--- src/hw/rtl/tlbpt_pkg.sv ---
package tlbpt_pkg;

  localparam int unsigned TlbEntries  = 16;
  localparam int unsigned PageCount   = 256;
  localparam int unsigned FrameCount  = 64;
  localparam int unsigned OffsetWidth = 8;

  localparam int unsigned AddrW = 16;
  localparam int unsigned PaW   = 14;
  localparam int unsigned EvW   = 8;

  localparam logic PolicyFifo = 1'b0;
  localparam logic PolicyLru  = 1'b1;

endpackage

--- src/hw/rtl/tlbpt_front.sv ---
// Front end: command capture into a two-deep word queue.
module tlbpt_front import tlbpt_pkg::*; #(
  parameter int unsigned AW = AddrW
) (
  input  logic          clk_i,
  input  logic          rst_ni,
  input  logic          start_i,
  input  logic [AW-1:0] logical_address_i,
  output logic          busy_o,
  output logic          q_valid_o,
  output logic [AW-1:0] q_addr_o,
  input  logic          q_pop_i
);

  logic [AW-1:0] slot_q [2];
  logic [1:0]    cnt_q, cnt_d;
  logic          rd_q, wr_q;
  logic          push;

  assign busy_o    = (cnt_q == 2'd2);
  assign push      = start_i && !busy_o;
  assign q_valid_o = (cnt_q != 2'd0);
  assign q_addr_o  = slot_q[rd_q];

  always_comb begin
    cnt_d = cnt_q;
    if (push && !(q_pop_i && q_valid_o)) cnt_d = cnt_q + 2'd1;
    else if (!push && q_pop_i && q_valid_o) cnt_d = cnt_q - 2'd1;
  end

  always_ff @(posedge clk_i or negedge rst_ni) begin
    if (!rst_ni) begin
      cnt_q <= '0;
      rd_q  <= 1'b0;
      wr_q  <= 1'b0;
    end else begin
      cnt_q <= cnt_d;
      if (push) wr_q <= ~wr_q;
      if (q_pop_i && q_valid_o) rd_q <= ~rd_q;
    end
  end

  always_ff @(posedge clk_i) begin
    if (push) slot_q[wr_q] <= logical_address_i;
  end

endmodule

--- config.mk ---
export PLATFORM = sky130hd
export DESIGN_NAME = tlbpt_front
export DESIGN_NICKNAME = d
export VERILOG_FILES = /design/src/hw/rtl/tlbpt_pkg.sv /design/src/hw/rtl/tlbpt_front.sv
export SDC_FILE = /design/constraint.sdc
export NUM_CORES = 1
export LEC_CHECK = 0
export BUFFER_PORTS_ARGS = -buffer_cell sky130_fd_sc_hd__buf_2
export CELL_PAD_IN_SITES_DETAIL_PLACEMENT = 1
export CELL_PAD_IN_SITES_GLOBAL_PLACEMENT = 2
export CORE_UTILIZATION = 36
export CTS_CLUSTER_DIAMETER = 100
export DETAILED_ROUTE_END_ITERATION = 12
export GPL_ROUTABILITY_DRIVEN = 1
export GPL_TIMING_DRIVEN = 0
export PLACE_DENSITY_LB_ADDON = 0.1
export RECOVER_POWER = 25
export SETUP_SLACK_MARGIN = 0.1
export SYNTH_ARGS = -nofsm -noshare
export SYNTH_HDL_FRONTEND = slang
export SYNTH_SLANG_ARGS = --single-unit
--- constraint.sdc ---
create_clock -name clk_i -period 2.2 [get_ports clk_i]
set_clock_uncertainty 0.05 [all_clocks]
set_input_delay 0.44 -clock clk_i [delete_from_list [all_inputs] [get_ports clk_i]]
set_output_delay 0.44 -clock clk_i [all_outputs]
set_load 0.02 [all_outputs]
==> results_dict.tcl, run 1 <==
set metrics [dict create \
    start_kind "flop" \
    antenna_found_initial 0 \
    drtIter0Drc 26 \
    final_area_mm2 0.001749 \
    globalRouteOverflowTotal 0 \
    die_y_um 64.53 \
    fp-row-count 22 \
    wl_per_cell_um 13.23 \
    num_antenna_cells 0 \
    cp_data_required_time_ns 1.71 \
    cp_max_fo 10 \
    dp.cells 158 \
    finalCoreUtilization_pct 47.07 \
    maxSlewHeadroom_pct 46.62 \
    cts_sinks 36 \
    io_buffers 37 \
    hold_path.class "in -> reg" \
    io_pins 38 \
    tightest_slew_ns 0.7977 \
    drt-pass1-iter-count 4 \
    post_cts_buffers 0 \
    placed_area_mm2 0.001664 \
    powerDensity_mw_per_mm2 1240 \
    yosysTopAreaCell "edfxtp_1" \
    htreeDepth 2 \
    dieArea_mm2 0.004164 \
    vdd_drop_max_uv 432.8 \
    grt_pass1_vias 795 \
    track_usage_pct 12.11 \
    synthFlopType "edfxtp_1" \
    synth_compound_area_share_pct 2.311 \
    syn2layout_area_growth_pct 24.27 \
    setup_viol 0 \
    p_leak_nw 0.7024 \
    fin_ws_ns 0.3198 \
    via_per_inst 4.524 \
    layout-drive-gt1-share_pct 51.69 \
    grt_max_degree 17 \
    endpoint_kind "output port" \
    yosys_register_bits 36 \
    fin_crit_sh_pct 85.46 \
    synth_nets 92 \
    cp.arrival_ns 1.39 \
    drv_cap 0 \
    slew_viol_final 0 \
    root_buffer "clkbuf_8" \
    synth_most_common_cell "edfxtp_1" \
    fin_crit_ns 1.880 \
    netlist_top_cells_area "edfxtp_1, mux2_4, dfrtp_1" \
    tritoncts "yes" \
    cts_buffers 5 \
    synth_warnings 0 \
    hold_viol_final 0 \
    cts_buffer_depth 2 \
    vias 751 \
    worstSetupPathType "reg -> out" \
    synth_top_family_by_area "multiplexers" \
    cts_resized 0 \
    final_nets 138 \
    yosysTopAreaCellShare_pct 68.27 \
    clk_pin_slew_ns 0.06 \
    finalWeightedCongestion 0.5815 \
    synthMuxAreaShare_pct 15.20 \
    rsz0062_at_grt "no" \
    antenna_left 0 \
    dp_hpwl_um 1571 \
    dp_slack_ns 0.2816 \
    synth_edf_count 32 \
    die_x_um 64.53 \
    synth-seq-area-share_pct 75.38 \
    holdBufCountCts 1 \
    synthSimpleGateAreaFrac_pct 3.111 \
    synth_xor_area_share_pct 1.244 \
    netlist_instances 72 \
    final_cells 166 \
    status "complete, no violations" \
    yosysUniqueCellTypes 19 \
    coreArea_mm2 0.003716 \
    drcViolationCount 0 \
    synthAdderAreaFrac_pct 0 \
    synth_area_per_cell_um2 19.55 \
    synthTopCellsByCount "edfxtp_1, mux2_4, mux2_2" \
    fmax_mhz 531.9 \
    syn_area_mm2 0.001408 \
    totalWireLength_um 2197 \
    grt_pass1_wl_um 3601 \
    synth-async-reset-ratio_pct 11.11 \
    start_util_pct 37.88 \
    insertion_delay_ns 0.27 \
]
[path summary, 6_finish.rpt]
kind	start	cells after the start	to	slack [ns]
max	rd_q	4	q_addr_o[2]	0.32
min in group asynchronous	rst_ni	2	cnt_q[1]	0.45
min	logical_address_i[8]	1	slot_q[0][8]	0.30
min reg2reg	wr_q	1	wr_q	0.44
max reg2reg	cnt_q[0]	4	slot_q[0][6]	0.33
max in group asynchronous	rst_ni	2	wr_q	1.52
[kinds of logic (layout without fill, tap and decap cells)]
logic type	count (synthesis)	in the layout
compound gates	6	6
xor+xnor	2	2
buf+inv	4	50
flops	36	36
mux	16	16
simple gates	8	8
[cell type report]
cell class / instances / area, µm²
clock inverters: 2 / 7.507
flip-flops and latches: 36 / 1061
multi-input cells: 32 / 307.8
repair buffers: 39 / 205.2
clock buffers: 5 / 68.82
well taps: 48 / 60.06
inverters: 2 / 7.507
plain buffers: 2 / 31.28
fillers: 384 / 1967
[per-stage QoR]
step / hold WS, ns / total power [mW] / setup TNS (ns)
floorplan: 0.09441 / 1.565 / 0
global placement: 0.2044 / 1.772 / -0.2525
detailed placement: 0.2082 / 1.796 / 0
CTS: 0.2944 / 2.206 / 0
global route: 0.2875 / 2.295 / 0
finish: 0.3032 / 2.168 / 0
[sequential cells by signal (all words and copies together), names as in the netlist]
signal  count
cnt_q       2
wr_q        1
rd_q        1
slot_q     32
[worst max-delay path, cell delays in order (launching register included)]
cell and delay (ns):
dfrtp_1 0.37, buf_6 0.14, buf_12 0.15, mux2_4 0.29, buf_2 0.16
[routing by layer]
layer  global-route usage, %  vias up  wire [µm]
met2                   19.87       23       1154
met1                   13.73      367        915
met4                   5.000        0         13
li1                        -      359          -
met5                       0        -          0
met3                   5.282        2        113
[power breakdown]
part | internal (mW) | leakage (nW) | switching [mW] | total [mW]
combinational | 0.374 | 0.316 | 0.427 | 0.801
sequential | 0.913 | 0.347 | 0.0481 | 0.961
clock | 0.208 | 0.0391 | 0.198 | 0.407
[cells in the final DEF (no fill, tap or decap)]
cell type,instances
nor2b_1,1
nand2_1,2
dlygate4sd3_1,1
buf_2,36
inv_1,1
clkbuf_8,5
nor3b_1,1
and3_1,1
dfrtp_1,4
edfxtp_1,32
or2_1,1
buf_12,1
a21oi_1,3
o21ai_0,2
mux2_2,7
mux2_4,9
clkinv_1,2
nand2b_1,1
o211ai_1,1
nor2_1,1
clkbuf_1,1
xnor2_1,2
inv_2,1
buf_6,2
Note: power is estimated with default switching activity, not from simulation.
==> run 2: changes to the inputs <==
--- a/config.mk
+++ b/config.mk
@@ -5,12 +5,12 @@
 export SDC_FILE = /design/constraint.sdc
 export NUM_CORES = 1
 export LEC_CHECK = 0
-export BUFFER_PORTS_ARGS = -buffer_cell sky130_fd_sc_hd__buf_2
 export CELL_PAD_IN_SITES_DETAIL_PLACEMENT = 1
 export CELL_PAD_IN_SITES_GLOBAL_PLACEMENT = 2
-export CORE_UTILIZATION = 36
+export CORE_UTILIZATION = 43
 export CTS_CLUSTER_DIAMETER = 100
 export DETAILED_ROUTE_END_ITERATION = 12
+export DONT_BUFFER_PORTS = 1
 export GPL_ROUTABILITY_DRIVEN = 1
 export GPL_TIMING_DRIVEN = 0
 export PLACE_DENSITY_LB_ADDON = 0.1
==> run 2 against run 1 <==
Against the previous run:
- non-clock buffer count fell by 38
- cell count shrank 25%
- sequential cell count stayed put
- clock power decreased by 4%
- sequential share of layout area increased by 8.1 points
- register-to-register slack better by 0.04 ns
- critical path depth decreased by 1
- count of clock-buffer cells in the layout grew 3
- final area fell by 12%
- die area decreased by 16%
- highest routed layer unchanged
==> results_dict.tcl, run 2 (same netlist as run 1, synthesis figures left out) <==
set metrics [dict create \
    status "complete, no violations" \
    drtIter0Drc 30 \
    insertion_delay_ns 0.34 \
    hold_ws_ns 0.1387 \
    cts_buffers 5 \
    clk_pin_slew_ns 0.11 \
    hold_viol_final 0 \
    cts_sinks 36 \
    slew_viol_final 0 \
    dp_hpwl_um 1317 \
    cp.arrival_ns 1.36 \
    wl_per_cell_um 16.18 \
    setup_viol 0 \
    fillers 298 \
    htreeDepth 2 \
    start_kind "flop" \
    fin_crit_ns 1.849 \
    hold_end "slot_q[1][15]" \
    post_cts_buffers 0 \
    powerDensity_mw_per_mm2 1310 \
    totalWireLength_um 2023 \
    p_leak_nw 0.5519 \
    layout-drive-gt1-share_pct 33.33 \
    fp-row-count 20 \
    tritoncts "yes" \
    root_buffer "clkbuf_4" \
    fmax_mhz 540.9 \
    reg2regPathDepth 3 \
    cts_buffer_depth 2 \
    r2r_slack_ns 0.37 \
    largest_reg_flops 32 \
    syn2layout_area_growth_pct 9.689 \
    r2r-start "cnt_q[0]" \
    drcViolationCount 0 \
    r2r-end "slot_q[0][2]" \
    drt-pass1-iter-count 2 \
    fin_crit_sh_pct 84.03 \
    io_pins 38 \
    layout_common_cells "edfxtp_1, mux2_4, mux2_2" \
    holdPathStages 0 \
    p_total_mw 2.023 \
    top_regs "slot_q (32), cnt_q (2)" \
    die_y_um 59.22 \
    rsz0062_at_grt "no" \
    cts_resized 0 \
    globalRouteOverflowTotal 0 \
    cp_max_fo 10 \
    via_per_inst 4.976 \
    vdd_drop_max_uv 515.0 \
    vias 622 \
    die_x_um 59.22 \
    layout_commonest_cell "edfxtp_1" \
    endpoint_kind "output port" \
    drv_cap 0 \
    antenna_left 0 \
    final_nets 100 \
    track_usage_pct 13.10 \
    dieArea_mm2 0.003506 \
    regMostFlops "slot_q" \
    tightest_slew_ns 0.8715 \
    hold_path.class "in -> reg" \
    grt_pass1_wl_um 3056 \
    grt_max_degree 17 \
    maxSlewHeadroom_pct 41.84 \
    min-delay-start "logical_address_i[15]" \
    num_antenna_cells 0 \
    coreArea_mm2 0.003078 \
    grt_pass1_vias 619 \
    io_buffers 0 \
    worstSetupPathType "reg -> out" \
    antenna_found_initial 0 \
    final-seq-area_mm2 0.001061 \
    finalWeightedCongestion 0.5552 \
    multiInputGateArea_um2 310.3 \
    start_util_pct 45.73 \
    cp_data_required_time_ns 1.71 \
]
==> run 2: layout make-up <==
type	instances	share of cell area (%)
Buffer	2	2.026
Clock buffer	8	4.457
Inverter	2	0.4862
Multi-Input combinational cell	32	20.10
Sequential cell	36	68.72
Tap cell	44	3.566
Timing Repair Buffer	1	0.6483
==> run 2: how the worst max path moves through the flow <==
stage             start           end  slack, ns  cells after the start
2_1_floorplan  cnt_q[0]  slot_q[0][0]       0.45                      3
6_report           rd_q  q_addr_o[10]       0.35                      3
4_1_cts            rd_q  q_addr_o[10]       0.33                      3
3_5_place_dp   cnt_q[0]  slot_q[0][5]       0.38                      3
3_3_place_gp   cnt_q[0]  slot_q[0][5]      -0.04                      3
5_1_grt        cnt_q[0]  slot_q[0][2]       0.23                      3
==> run 2: worst max-delay path, stage by stage (launching register included) <==
cell and delay (ns):
dfrtp_1 0.39, buf_6 0.14, buf_12 0.15, mux2_4 0.34
==> run 2: what timing repair did <==
action	4_1_cts	5_1_grt
hold buffers	1	0
endpoints found under the setup margin	0	0
hold endpoints to repair	4	0
==> run 2: layer usage <==
layer | wire length [µm] | track usage, %
met5 | 0 | 0
met4 | 34 | 8.163
met3 | 197 | 7.424
met2 | 1019 | 20.06
met1 | 771 | 13.89
==> run 2: power breakdown <==
group	total [mW]	internal [mW]	switching (mW)
sequential	0.960	0.912	0.0480
combinational	0.673	0.276	0.396
clock	0.391	0.188	0.203
total	2.02	1.38	0.647
==> run 2: through the flow <==
stage / cell area, µm² / std cells / setup TNS (ns) / utilization (%) / setup WS [ns]
6_report: 1544 / 125 / 0 / 50.16 / 0.3514
5_1_grt: 1544 / 125 / 0 / 50.16 / 0.2327
4_1_cts: 1544 / 125 / 0 / 50.16 / 0.3291
3_5_place_dp: 1465 / 116 / 0 / 47.60 / 0.3766
3_3_place_gp: 1463 / 116 / -0.6289 / 47.52 / -0.03994
2_1_floorplan: 1408 / 72 / 0 / - / 0.4481
==> run 3: changes to the inputs <==
==> constraint.sdc (replaced) <==
create_clock -name clk_i -period 1.8 [get_ports clk_i]
set_clock_uncertainty 0.05 [all_clocks]
set_input_delay 0.36 -clock clk_i [delete_from_list [all_inputs] [get_ports clk_i]]
set_output_delay 0.36 -clock clk_i [all_outputs]
set_load 0.02 [all_outputs]
==> run 3 against run 2 <==
Against the previous run:
- utilization up 1.8 points
- sequential power up 23%
- worst hold slack worse by 0.068 ns
- wire length down 3.4%
- count of clock-buffer cells in the layout down 2
- sequential share of layout area down 2.4 points
- combinational power up 37%
- worst setup slack worse by 0.29 ns
- die area unchanged
- clock power up 36%
- largest cell class unchanged
- highest routed layer unchanged
==> results_dict.tcl, run 3 (same netlist as run 1, synthesis figures left out) <==
set metrics [dict create \
    p_total_mw 2.634 \
    pwr-share-comb_pct 35.1 \
    r2r-end "slot_q[0][6]" \
    cp_data_required_time_ns 1.39 \
    hold_end "slot_q[0][2]" \
    dp_slack_ns -0.01162 \
    grt_pass1_wl_um 3098 \
    vias 630 \
    powerDensity_mw_per_mm2 1646 \
    status "complete, no violations" \
    cts_buffer_depth 2 \
    hold_viol_final 0 \
    rsz0062_at_grt "yes" \
    root_buffer "clkbuf_4" \
    antenna_found_initial 0 \
    endpoint_kind "output port" \
    antenna_left 0 \
    tritoncts "yes" \
    final_cells 127 \
    layout_common_cells "edfxtp_1, mux2_4, clkbuf_4" \
    reg2regPathDepth 3 \
    grt_pass1_vias 697 \
    r2r-start "cnt_q[0]" \
    largest_reg_flops 32 \
    dp_hpwl_um 1280 \
    cp-startpoint "rd_q" \
    insertion_delay_ns 0.32 \
    grt_max_degree 17 \
    num_antenna_cells 0 \
    fin_crit_sh_pct 96.72 \
    fmax_mhz 574.4 \
    dieArea_mm2 0.003506 \
    slew_viol_final 0 \
    io_pins 38 \
    switching_share_pct 30.69 \
    die_x_um 59.22 \
    start_util_pct 45.73 \
    fin_ws_ns 0.05908 \
    via_per_inst 4.961 \
    io_buffers 0 \
    drt-pass1-iter-count 4 \
    crit_chain "buf_6 > buf_12 > mux2_4" \
    dp.cells 116 \
    hold_path.class "in -> reg" \
    final_nets 102 \
    min-delay-start "logical_address_i[2]" \
    globalRouteOverflowTotal 0 \
    wl_per_cell_um 15.39 \
    holdPathStages 0 \
    p_sw_uw 808.4 \
    critPathMaxStageDelay_ns 0.38 \
    track_usage_pct 13.31 \
    layout_commonest_cell "edfxtp_1" \
    p_int_mw 1.826 \
    vdd_drop_max_uv 696.4 \
    worstSetupPathType "reg -> out" \
    cp.arrival_ns 1.33 \
    drv_cap 0 \
    seq_power_share_pct 44.7 \
    regMostFlops "slot_q" \
    drcViolationCount 0 \
    setup_viol 0 \
    syn2layout_area_growth_pct 13.69 \
    coreArea_mm2 0.003078 \
    cts_buffers 5 \
    finalWeightedCongestion 0.6220 \
    cp_max_fo 10 \
    fin_crit_ns 1.741 \
    drtIter0Drc 18 \
    fp-row-count 20 \
    tightest_slew_ns 0.4751 \
    die_y_um 59.22 \
    pwr-share-clk_pct 20.3 \
    maxSlewHeadroom_pct 68.25 \
    slowest_stage "dfrtp_1" \
    hold_ws_ns 0.07068 \
    totalWireLength_um 1954 \
    p_leak_nw 0.5873 \
    start_kind "flop" \
    top_regs "slot_q (32), cnt_q (2)" \
    clk_pin_slew_ns 0.10 \
    r2r_slack_ns 0.27 \
    htreeDepth 2 \
    layout-drive-gt1-share_pct 36.14 \
    cts_sinks 36 \
]
run 3: worst max path at each step:
stage / end / slack, ns / cells after the start
global placement: slot_q[0][9] / -0.005 / 3
floorplan: slot_q[0][0] / 0.30 / 3
global route: q_addr_o[1] / 0.005 / 3
CTS: q_addr_o[2] / 0.02 / 3
detailed placement: slot_q[0][9] / -0.01 / 3
finish: q_addr_o[1] / 0.06 / 3
run 3: through the flow:
stage | TNS (ns) | util (%) | instance area (µm²)
finish | 0 | 51.99 | 1600
global route | 0 | 51.99 | 1600
CTS | 0 | 51.26 | 1578
detailed placement | -0.1769 | 47.60 | 1465
global placement | -0.07981 | 47.60 | 1465
floorplan | 0 | - | 1410
run 3: worst max-delay path, delay by kind of cell, from the launching register on:
family / cells / cell delay, ns
buf+inv: 2 / 0.28
flops: 1 / 0.38
mux: 1 / 0.34
run 3: timing repair:
action | in CTS | in global routing
resized for setup | 2 | 4
endpoints found under the hold margin | 4 | 0
endpoints found under the setup margin | 41 | 13
setup buffers | 1 | 1
hold buffers | 1 | 0
run 3: layer usage:
metal  vias to the layer above  share of wire, %  track usage, %
met5                         -                 0               0
met4                         0               2.4           8.163
met3                         5                10           8.734
met2                        26                52           21.51
met1                       309                35           12.35
li1                        290                 -               -
run 3: layout make-up:
cell class | instances | area [µm²]
clock buffers | 6 | 41.29
fillers | 295 | 1478
plain buffers | 2 | 31.28
well taps | 44 | 55.05
repair buffers | 3 | 37.54
multi-input cells | 32 | 331.6
clock inverters | 2 | 35.03
inverters | 2 | 7.507
flip-flops and latches | 36 | 1061
run 3: power groups by stage:
stage	Clock, mW	Combinational [mW]	Sequential [mW]
CTS	0.558	0.900	1.18
floorplan	0	0.741	1.18
detailed placement	0	0.834	1.19
global route	0.590	0.983	1.20
global placement	0	0.835	1.19
finish	0.533	0.924	1.18
